`src/segi_pkg.sv`:
```
package segi_pkg;

	localparam int COORD_BITS_DEF = 16;
	localparam int RADIUS_BITS = 15;
	localparam int RADIUS_RESET = 16;
	localparam int RADIUS_SQ_BITS = 2 * RADIUS_BITS;

	localparam logic ACT_SEGMENT = 1'b0;
	localparam logic ACT_POINT = 1'b1;

endpackage

```
`src/segi_radius_sq.sv`:
```
module segi_radius_sq (
	input  logic clk,
	input  logic arst_n,
	input  logic we,
	input  logic [segi_pkg::RADIUS_BITS-1:0] wdata,
	output logic [segi_pkg::RADIUS_SQ_BITS-1:0] radius_sq
);

	localparam logic [segi_pkg::RADIUS_SQ_BITS-1:0] RADIUS_SQ_RESET =
		segi_pkg::RADIUS_SQ_BITS'(segi_pkg::RADIUS_RESET * segi_pkg::RADIUS_RESET);

	logic [segi_pkg::RADIUS_SQ_BITS-1:0] radius_sq_q;

	// The register keeps the squared radius, since only that is ever compared.
	always_ff @(posedge clk or negedge arst_n) begin
		if (!arst_n) begin
			radius_sq_q <= RADIUS_SQ_RESET;
		end else if (we) begin
			radius_sq_q <= segi_pkg::RADIUS_SQ_BITS'(wdata) *
				segi_pkg::RADIUS_SQ_BITS'(wdata);
		end
	end

	assign radius_sq = radius_sq_q;

endmodule

```
`config.mk`:
```
export PLATFORM = sky130hd
export DESIGN_NAME = segi_radius_sq
export DESIGN_NICKNAME = d
export VERILOG_FILES = /design/src/segi_pkg.sv /design/src/segi_radius_sq.sv
export SDC_FILE = /design/constraint.sdc
export NUM_CORES = 1
export LEC_CHECK = 0
export BUFFER_PORTS_ARGS = -buffer_cell sky130_fd_sc_hd__buf_2
export CORE_UTILIZATION = 38
export DETAILED_ROUTE_END_ITERATION = 7
export HOLD_SLACK_MARGIN = 0.02
export PLACE_DENSITY = 0.63
export SLEW_MARGIN = 20
export SYNTH_ARGS = -nofsm -noshare
export SYNTH_HDL_FRONTEND = slang
export SYNTH_SLANG_ARGS = --single-unit
```
`constraint.sdc`:
```
create_clock -name clk -period 1 [get_ports clk]
set_input_delay 0.2 -clock clk [delete_from_list [all_inputs] [get_ports clk]]
set_output_delay 0.2 -clock clk [all_outputs]
set_load 0.01 [all_outputs]
```
## Word level (Yosys, flattened, before mapping)

Index checks and enable logic that the tools add are counted.

- Register bits: 30
- Input bits: 18

- $mul: 1

Operator list:

| cell | count |
|---|---|
| 15-bit by 15-bit multiplier with 30-bit output | 1 |

## Depth between registers and ports, before layout

Gate-level depths: netlist (run 1).

- Depth after elaboration: 1
- Depth in mapped cells: 23
- Mapped depth without buffers: 22

## Worst setup path after synthesis (run 1)

OpenSTA, ideal clock, no wires.

- Path kind: input to register
- Start point: input wdata[11] (netlist name)
- End point: register radius_sq_q, in the netlist radius_sq[25]
- Arrival time: 5383 ps
- Path slack: -4503 ps
- Stages on the path: 21
- Buffers on the path: 1
- Path through: clkbuf_1 > inv_1 > nor2_1 > fa_1 > inv_1 > fa_1 > inv_1 > fa_1 > fa_1 > fa_1 > inv_1 > fa_1 > inv_1 > ha_1 > a21oi_1 > o21ai_0 > a311oi_1 > o21a_1 > a21boi_0 > or3_1 > a31o_2

- Longest elaborated chain between the ends: 1

RTL lines:

| item | line | source |
|---|---|---|
| from (decl) | segi_radius_sq.sv:5 | `input logic [segi_pkg::RADIUS_BITS-1:0] wdata,` |
| 15-bit by 15-bit multiplier with 30-bit output | segi_radius_sq.sv:19 | `radius_sq_q <= segi_pkg::RADIUS_SQ_BITS'(wdata) *` |
| to (signal assigned) | segi_radius_sq.sv:19 |  |
| to (decl) | segi_radius_sq.sv:12 | `logic [segi_pkg::RADIUS_SQ_BITS-1:0] radius_sq_q;` |

No other way between the ends.
A chain may end at the register's enable or synchronous reset.

## Worst setup path in the final report (run 1)

- Start point: input wdata[5] (netlist name)
- End point: register radius_sq_q, in the netlist radius_sq[25]

Same word-level chain as after synthesis.

==> metrics.txt, run 1 <==
# TYPE chip_impl_metric gauge
chip_impl_metric{name="post_route_core_utilization",unit=""} 0.556
chip_impl_metric{name="tritoncts.num_buffers",unit=""} 5
chip_impl_info{name="outcome",value="finished, violations left"} 1
chip_impl_metric{name="crit_path_setup_slack_layout",unit="ns"} -4.07
chip_impl_info{name="worst_path_max_delay_cell",value="fa_1"} 1
chip_impl_metric{name="synth.net_count",unit=""} 1052
chip_impl_metric{name="number_of_synthesized_register_bits",unit=""} 29
chip_impl_metric{name="syn_avg_cell_area",unit="sq um"} 9.35
chip_impl_metric{name="grt_pass1_vias",unit=""} 6742
chip_impl_metric{name="global_route.usage.total",unit=""} 0.196
chip_impl_metric{name="worst_clock_skew",unit="ns"} 0
chip_impl_metric{name="fp.coreArea",unit="sq mm"} 0.0195
chip_impl_metric{name="drive_gt1_frac",unit=""} 0.422
chip_impl_info{name="critPathKind",value="in2reg"} 1
chip_impl_info{name="cts_root_buf",value="clkbuf_16"} 1
chip_impl_metric{name="setup_tns",unit="ns"} -94.28
chip_impl_metric{name="avgViaCountPerCell",unit=""} 4.68
chip_impl_metric{name="grt_first_pass_wirelength",unit="um"} 31400
chip_impl_metric{name="top_level_ports",unit=""} 48
chip_impl_metric{name="worst_setup_hold_path_clk_slew",unit="ns"} 0.05
chip_impl_metric{name="area_of_the_die",unit="sq mm"} 0.0204
chip_impl_metric{name="routabilityCongestion",unit=""} 0.823
chip_impl_metric{name="ys_seq_area_frac",unit=""} 0.0964
chip_impl_info{name="most_common_cell_after_layout_fill_and_taps_aside",value="inv_1"} 1
chip_impl_metric{name="synth_edf_count",unit=""} 0
chip_impl_metric{name="setup-violations-final",unit=""} 34
chip_impl_info{name="min-delay-path-class",value="in2reg"} 1
chip_impl_info{name="critical_path.endpoint_type",value="register"} 1
chip_impl_metric{name="drc",unit=""} 0
chip_impl_metric{name="vias",unit=""} 5982
chip_impl_metric{name="worst_path_largest_cell_delay",unit="ns"} 0.55
chip_impl_info{name="cts_tree",value="done"} 1
chip_impl_metric{name="hpwlAfterDp",unit="um"} 14900
chip_impl_metric{name="gr-total-overflow",unit=""} 0
chip_impl_metric{name="post-place-cells",unit=""} 1236
chip_impl_metric{name="grt_start_max_net_pins",unit=""} 30
chip_impl_metric{name="antenna_left",unit=""} 0
chip_impl_metric{name="synth.cell_area",unit="sq mm"} 0.00754
chip_impl_metric{name="period_share",unit=""} 5.07
chip_impl_info{name="most-common-layout-cells",value="181 x inv_1, 142 x buf_4, 126 x fa_1"} 1
chip_impl_metric{name="timing.critical_path.buf_inv",unit=""} 5
chip_impl_metric{name="finalWorstPathRequiredPeriod",unit="ns"} 5.07
chip_impl_metric{name="stdcell_count",unit=""} 1279
chip_impl_metric{name="area_growth",unit="%"} 43.6
chip_impl_metric{name="layout.nets",unit=""} 1259
chip_impl_metric{name="synth_cell_types",unit=""} 58
chip_impl_metric{name="io_buffer_count",unit=""} 46
chip_impl_metric{name="cp.arrival",unit="ns"} 5.22
chip_impl_metric{name="timing_hold_violations_final",unit=""} 0
chip_impl_metric{name="h-tree-depth",unit=""} 2
chip_impl_metric{name="fillerInstances",unit=""} 1671
chip_impl_info{name="critical_path_s_top_delay_family",value="adder cells"} 1
chip_impl_metric{name="detail_route.wirelength",unit="um"} 18200
chip_impl_metric{name="maxSlewViolCount",unit=""} 0
chip_impl_info{name="failed_checks",value="setup timing"} 1
chip_impl_metric{name="cp.required",unit="ns"} 1.16
chip_impl_metric{name="async_flop_share",unit=""} 1.00
chip_impl_metric{name="cts.sinks",unit=""} 29
chip_impl_metric{name="cap_viol_max_count",unit=""} 0
chip_impl_metric{name="die_height",unit="um"} 143
chip_impl_metric{name="largest_register_ffs",unit=""} 29
chip_impl_metric{name="clk_path_buf_depth",unit=""} 2
chip_impl_metric{name="avgRoutedWirePerCell",unit="um"} 14.2
chip_impl_metric{name="maxClockFrequency",unit="MHz"} 197
chip_impl_info{name="rsz0062_at_grt",value="yes"} 1
chip_impl_info{name="cp_common_cell",value="fa_1"} 1
chip_impl_metric{name="die_w",unit="um"} 143
chip_impl_metric{name="site_row_count",unit=""} 51
chip_impl_metric{name="clk_latency",unit="ns"} 0.26
chip_impl_metric{name="initial_utilization",unit=""} 0.387
chip_impl_metric{name="yosys_warnings",unit=""} 0
chip_impl_metric{name="antenna-diode-count",unit=""} 0
chip_impl_metric{name="post_synth_inst_count",unit=""} 806
chip_impl_metric{name="critical_path.max_fanout",unit=""} 7
chip_impl_info{name="startpoint_type",value="input pin"} 1
chip_impl_metric{name="drt_iter0_drc",unit=""} 165
chip_impl_info{name="ys_dominant_reg_cell",value="dfrtp_1"} 1
chip_impl_info{name="path_cells",value="buf_12, and2_4, fa_1, inv_2, fa_1, inv_2, fa_1, fa_1, fa_1, inv_2, fa_1, inv_2, ha_4, a21oi_2, o21ai_2, a311oi_2, o21a_1, a21boi_1, or3_1, a31o_2"} 1
chip_impl_metric{name="count_of_tritonroute_iterations_in_the_first_routing_pass",unit=""} 4
chip_impl_metric{name="grt_antenna_before_repair",unit=""} 0
-- metal layers --
layer  track usage  routed length (um)
met5             0                   0
met3        0.0181                 365
met4        0.0238                 234
met1         0.224                7280
met2         0.397               10300
-- cells in the mapped netlist (4+ instances only) --
library cell,count,share of area
a21o_1,12,0.012
a21oi_1,30,0.020
and2_1,39,0.032
and3_1,4,0.0033
clkbuf_1,20,0.010
dfrtp_1,28,0.093
fa_1,135,0.36
ha_1,93,0.15
inv_1,208,0.10
mux2_2,22,0.033
nand2_1,72,0.036
nand3_1,7,0.0046
nor2_1,18,0.0090
nor2b_1,6,0.0050
o21ai_0,14,0.0093
xnor2_1,25,0.029
xor2_1,8,0.0093
-- what timing repair did --
| item | CTS | global route |
|---|---|---|
| pin swaps | 90 | 32 |
| hold endpoints to repair | 28 | 0 |
| endpoints found under the setup margin | 36 | 51 |
| setup buffers | 23 | 15 |
| gates cloned | 1 | 0 |
| hold buffers | 1 | 0 |
| gates resized for setup | 164 | 38 |
-- tightest hold or removal path, delay by kind of cell --
family	cells	cell delay [ns]
AO/OA/AOI/OAI	1	0.09
buffers and inverters	2	0.31
-- cell families after synthesis --
| logic type | share of synthesized area |
|---|---|
| other cells | 0.000497 |
| fa+ha+maj | 0.513 |
| simple gates | 0.108 |
| buf+inv | 0.120 |
| mux | 0.0368 |
| flops | 0.0964 |
| compound gates | 0.0871 |
| xor+xnor | 0.0383 |
-- stage by stage --
step	hold slack [ns]	worst slack, ns	area (sq um)
floorplan	-0.0956	-4.13	8150
global placement	0.158	-4.46	9510
detailed placement	0.167	-4.51	9510
CTS	0.382	-4.03	10500
global route	0.401	-4.23	10800
finish	0.383	-4.07	10800
-- worst paths after layout --
path	slack [ns]	depth (start not counted)	from	end
min in group asynchronous	0.41	3	arst_n	radius_sq[9]$_DFFE_PN0P_
setup / recovery	-4.07	20	wdata[5]	radius_sq[25]$_DFFE_PN0P_
hold / removal	0.38	3	we	radius_sq[22]$_DFFE_PN0P_
hold reg to reg	0.50	1	radius_sq[7]$_DFFE_PN0P_	radius_sq[7]$_DFFE_PN0P_
max in group asynchronous	0.36	3	arst_n	radius_sq[8]$_DFFE_PN1P_
setup reg to reg	0.09	2	radius_sq[10]$_DFFE_PN0P_	radius_sq[10]$_DFFE_PN0P_
-- area by class of cell --
class | count | area [sq um] | area share
repair buffers | 226 | 1980 | 0.183
flip-flops and latches | 29 | 727 | 0.0671
clock buffers | 7 | 153 | 0.0141
inverters | 208 | 788 | 0.0728
well taps | 265 | 332 | 0.0306
multi-input cells | 543 | 6850 | 0.632
clock inverters | 1 | 5.00 | 0.000462
Power of run 1 is left out: the tool's default activity adds up to more than one toggle a clock period on the data nets, which glitch-free logic cannot reach.
==> run 2: changes to the inputs <==
- PLACE_DENSITY: 0.63 -> 0.58
==> run 2 against run 1 <==
  * The flow still finishes with violations (setup timing)
  * Utilization shrank 1.2 points
  * Hold slack lost 0.014 ns
  * Die area is the same
  * Setup slack gained 0.037 ns
  * Sequential share of layout area grew 0.14 points
  * Clock skew is the same
  * Design area shrank 2.1%
  * Maximum frequency grew 0.73%
  * Critical endpoint is now radius_sq[22]$_DFFE_PN0P_
  * Critical path depth grew 1
==> metrics.txt, run 2 (synthesized netlist as in run 1, its figures left out) <==
# TYPE chip_impl_metric gauge
chip_impl_info{name="outcome",value="finished, violations left"} 1
chip_impl_info{name="failed_checks",value="setup timing"} 1
chip_impl_metric{name="vias",unit=""} 5963
chip_impl_metric{name="grt.met1_usage",unit=""} 0.232
chip_impl_metric{name="cp.arrival",unit="ns"} 5.18
chip_impl_metric{name="cts.sinks",unit=""} 29
chip_impl_metric{name="drc",unit=""} 0
chip_impl_metric{name="setup_tns",unit="ns"} -93.99
chip_impl_metric{name="gr-total-overflow",unit=""} 0
chip_impl_metric{name="count_of_tritonroute_iterations_in_the_first_routing_pass",unit=""} 6
chip_impl_metric{name="hpwlAfterDp",unit="um"} 14900
chip_impl_metric{name="antenna_left",unit=""} 0
chip_impl_metric{name="grt_start_max_net_pins",unit=""} 30
chip_impl_metric{name="avgViaCountPerCell",unit=""} 4.67
chip_impl_info{name="path_cells",value="buf_12, and2_4, fa_1, inv_1, fa_1, inv_1, fa_1, inv_1, fa_1, inv_1, fa_1, inv_1, fa_1, inv_2, ha_4, and4_4, a2111oi_4, o31ai_4, o31ai_2, xnor2_1, a21oi_1"} 1
chip_impl_metric{name="critical_path.max_fanout",unit=""} 7
chip_impl_metric{name="fp.coreArea",unit="sq mm"} 0.0195
chip_impl_metric{name="cap_viol_max_count",unit=""} 0
chip_impl_metric{name="top_level_ports",unit=""} 48
chip_impl_metric{name="layout.nets",unit=""} 1256
chip_impl_metric{name="clk_path_buf_depth",unit=""} 2
chip_impl_info{name="grt_most_used_layer",value="met2"} 1
chip_impl_metric{name="drt_iter0_drc",unit=""} 130
chip_impl_metric{name="placedInstanceArea",unit="sq mm"} 0.00948
chip_impl_info{name="critical_path_s_top_delay_family",value="adder cells"} 1
chip_impl_info{name="startpoint_type",value="input pin"} 1
chip_impl_metric{name="crit_path_setup_slack_layout",unit="ns"} -4.03
chip_impl_info{name="rsz0062_at_grt",value="yes"} 1
chip_impl_info{name="cts_tree",value="done"} 1
chip_impl_metric{name="detail_route.wirelength",unit="um"} 17700
chip_impl_info{name="cp_common_cell",value="fa_1"} 1
chip_impl_metric{name="tritoncts.num_buffers",unit=""} 5
chip_impl_metric{name="drive_gt1_frac",unit=""} 0.403
chip_impl_metric{name="grt_util_met3",unit=""} 0.0181
chip_impl_metric{name="area_of_the_die",unit="sq mm"} 0.0204
chip_impl_info{name="most_common_cell_after_layout_fill_and_taps_aside",value="inv_1"} 1
chip_impl_info{name="cts_root_buf",value="clkbuf_16"} 1
chip_impl_metric{name="design_area_final",unit="sq mm"} 0.0106
chip_impl_metric{name="area_growth",unit="%"} 40.6
chip_impl_metric{name="worst_path_largest_cell_delay",unit="ns"} 0.54
chip_impl_info{name="min-delay-path-class",value="in2reg"} 1
chip_impl_metric{name="worst_setup_hold_path_clk_slew",unit="ns"} 0.06
chip_impl_metric{name="setup-violations-final",unit=""} 38
chip_impl_metric{name="die_w",unit="um"} 143
chip_impl_metric{name="grt_antenna_before_repair",unit=""} 0
chip_impl_metric{name="timing_hold_violations_final",unit=""} 0
chip_impl_metric{name="h-tree-depth",unit=""} 2
chip_impl_metric{name="maxClockFrequency",unit="MHz"} 199
chip_impl_metric{name="grt_pass1_vias",unit=""} 6638
chip_impl_metric{name="period_share",unit=""} 5.03
chip_impl_info{name="critPathKind",value="in2reg"} 1
chip_impl_metric{name="grt_first_pass_wirelength",unit="um"} 31100
chip_impl_metric{name="largest_register_ffs",unit=""} 29
chip_impl_metric{name="maxSlewViolCount",unit=""} 0
chip_impl_metric{name="final.hold.worst_slack",unit="ns"} 0.369
chip_impl_info{name="most-common-layout-cells",value="179 x inv_1, 150 x buf_4, 129 x fa_1"} 1
chip_impl_metric{name="avgRoutedWirePerCell",unit="um"} 13.9
chip_impl_metric{name="global_route.usage.total",unit=""} 0.194
chip_impl_metric{name="worst_clock_skew",unit="ns"} 0
chip_impl_info{name="critical_path.endpoint_type",value="register"} 1
chip_impl_metric{name="io_buffer_count",unit=""} 46
chip_impl_metric{name="clk_latency",unit="ns"} 0.27
chip_impl_metric{name="antenna-diode-count",unit=""} 0
chip_impl_metric{name="site_row_count",unit=""} 51
chip_impl_metric{name="groute.layer.met2.usage",unit=""} 0.382
chip_impl_info{name="worst_path_max_delay_cell",value="fa_1"} 1
chip_impl_metric{name="pre_cts_slack",unit="ns"} -4.57
chip_impl_metric{name="initial_utilization",unit=""} 0.387
chip_impl_metric{name="cp.required",unit="ns"} 1.15
chip_impl_metric{name="die_height",unit="um"} 143
chip_impl_metric{name="finalWorstPathRequiredPeriod",unit="ns"} 5.03
chip_impl_metric{name="timing.critical_path.buf_inv",unit=""} 7
chip_impl_metric{name="routabilityCongestion",unit=""} 0.845
[run 2: cell count changes in the layout (fill, tap and decap cells not counted), moves of 3 or more]
cell,previous run,this run
inv_2,25,28
nand2_4,12,9
nand2_2,9,14
a21oi_4,8,4
ha_4,29,21
o21ai_2,8,4
fa_1,126,129
buf_6,34,22
buf_4,142,150
ha_1,62,72
fa_2,9,6
[run 2: path summary, 6_finish.rpt]
kind / slack, ns / start / cells past startpoint / end
max reg2reg: 0.10 / radius_sq[11]$_DFFE_PN0P_ / 2 / radius_sq[11]$_DFFE_PN0P_
min: 0.37 / we / 3 / radius_sq[26]$_DFFE_PN0P_
max: -4.03 / wdata[2] / 21 / radius_sq[22]$_DFFE_PN0P_
min in group asynchronous: 0.40 / arst_n / 3 / radius_sq[5]$_DFFE_PN0P_
min reg2reg: 0.50 / radius_sq[17]$_DFFE_PN0P_ / 1 / radius_sq[17]$_DFFE_PN0P_
max in group asynchronous: 0.37 / arst_n / 3 / radius_sq[8]$_DFFE_PN1P_
[run 2: cell type report]
cell class | count | area [sq um]
Inverter | 208 | 788
Clock inverter | 2 | 37.5
Clock buffer | 6 | 139
Tap cell | 265 | 332
Sequential cell | 29 | 727
Multi-Input combinational cell | 543 | 6660
Fill cell | 1759 | 8860
Timing Repair Buffer | 223 | 1920
[run 2: per-stage QoR]
stage / instances / util
2_1_floorplan: 806 / -
3_3_place_gp: 1233 / 0.487
3_5_place_dp: 1233 / 0.487
4_1_cts: 1268 / 0.533
5_1_grt: 1276 / 0.545
6_report: 1276 / 0.545
[run 2: what timing repair did]
action,in CTS,in global routing
resized for setup,127,42
hold buffers,1,0
cloned,1,0
pin swaps,65,42
setup endpoints to repair,43,56
hold endpoints to repair,28,0
setup buffers,26,9
[run 2: worst min-delay path: stages]
cell	delay, ns
buf_2	0.11
buf_12	0.21
a21oi_1	0.08
[run 2: per-layer routing]
metal	vias up	share of wire
li1	2874	-
met1	3032	0.41
met2	45	0.56
met4	0	0.0077
met5	-	0
met3	12	0.020
Power of run 2 is left out for the same reason.
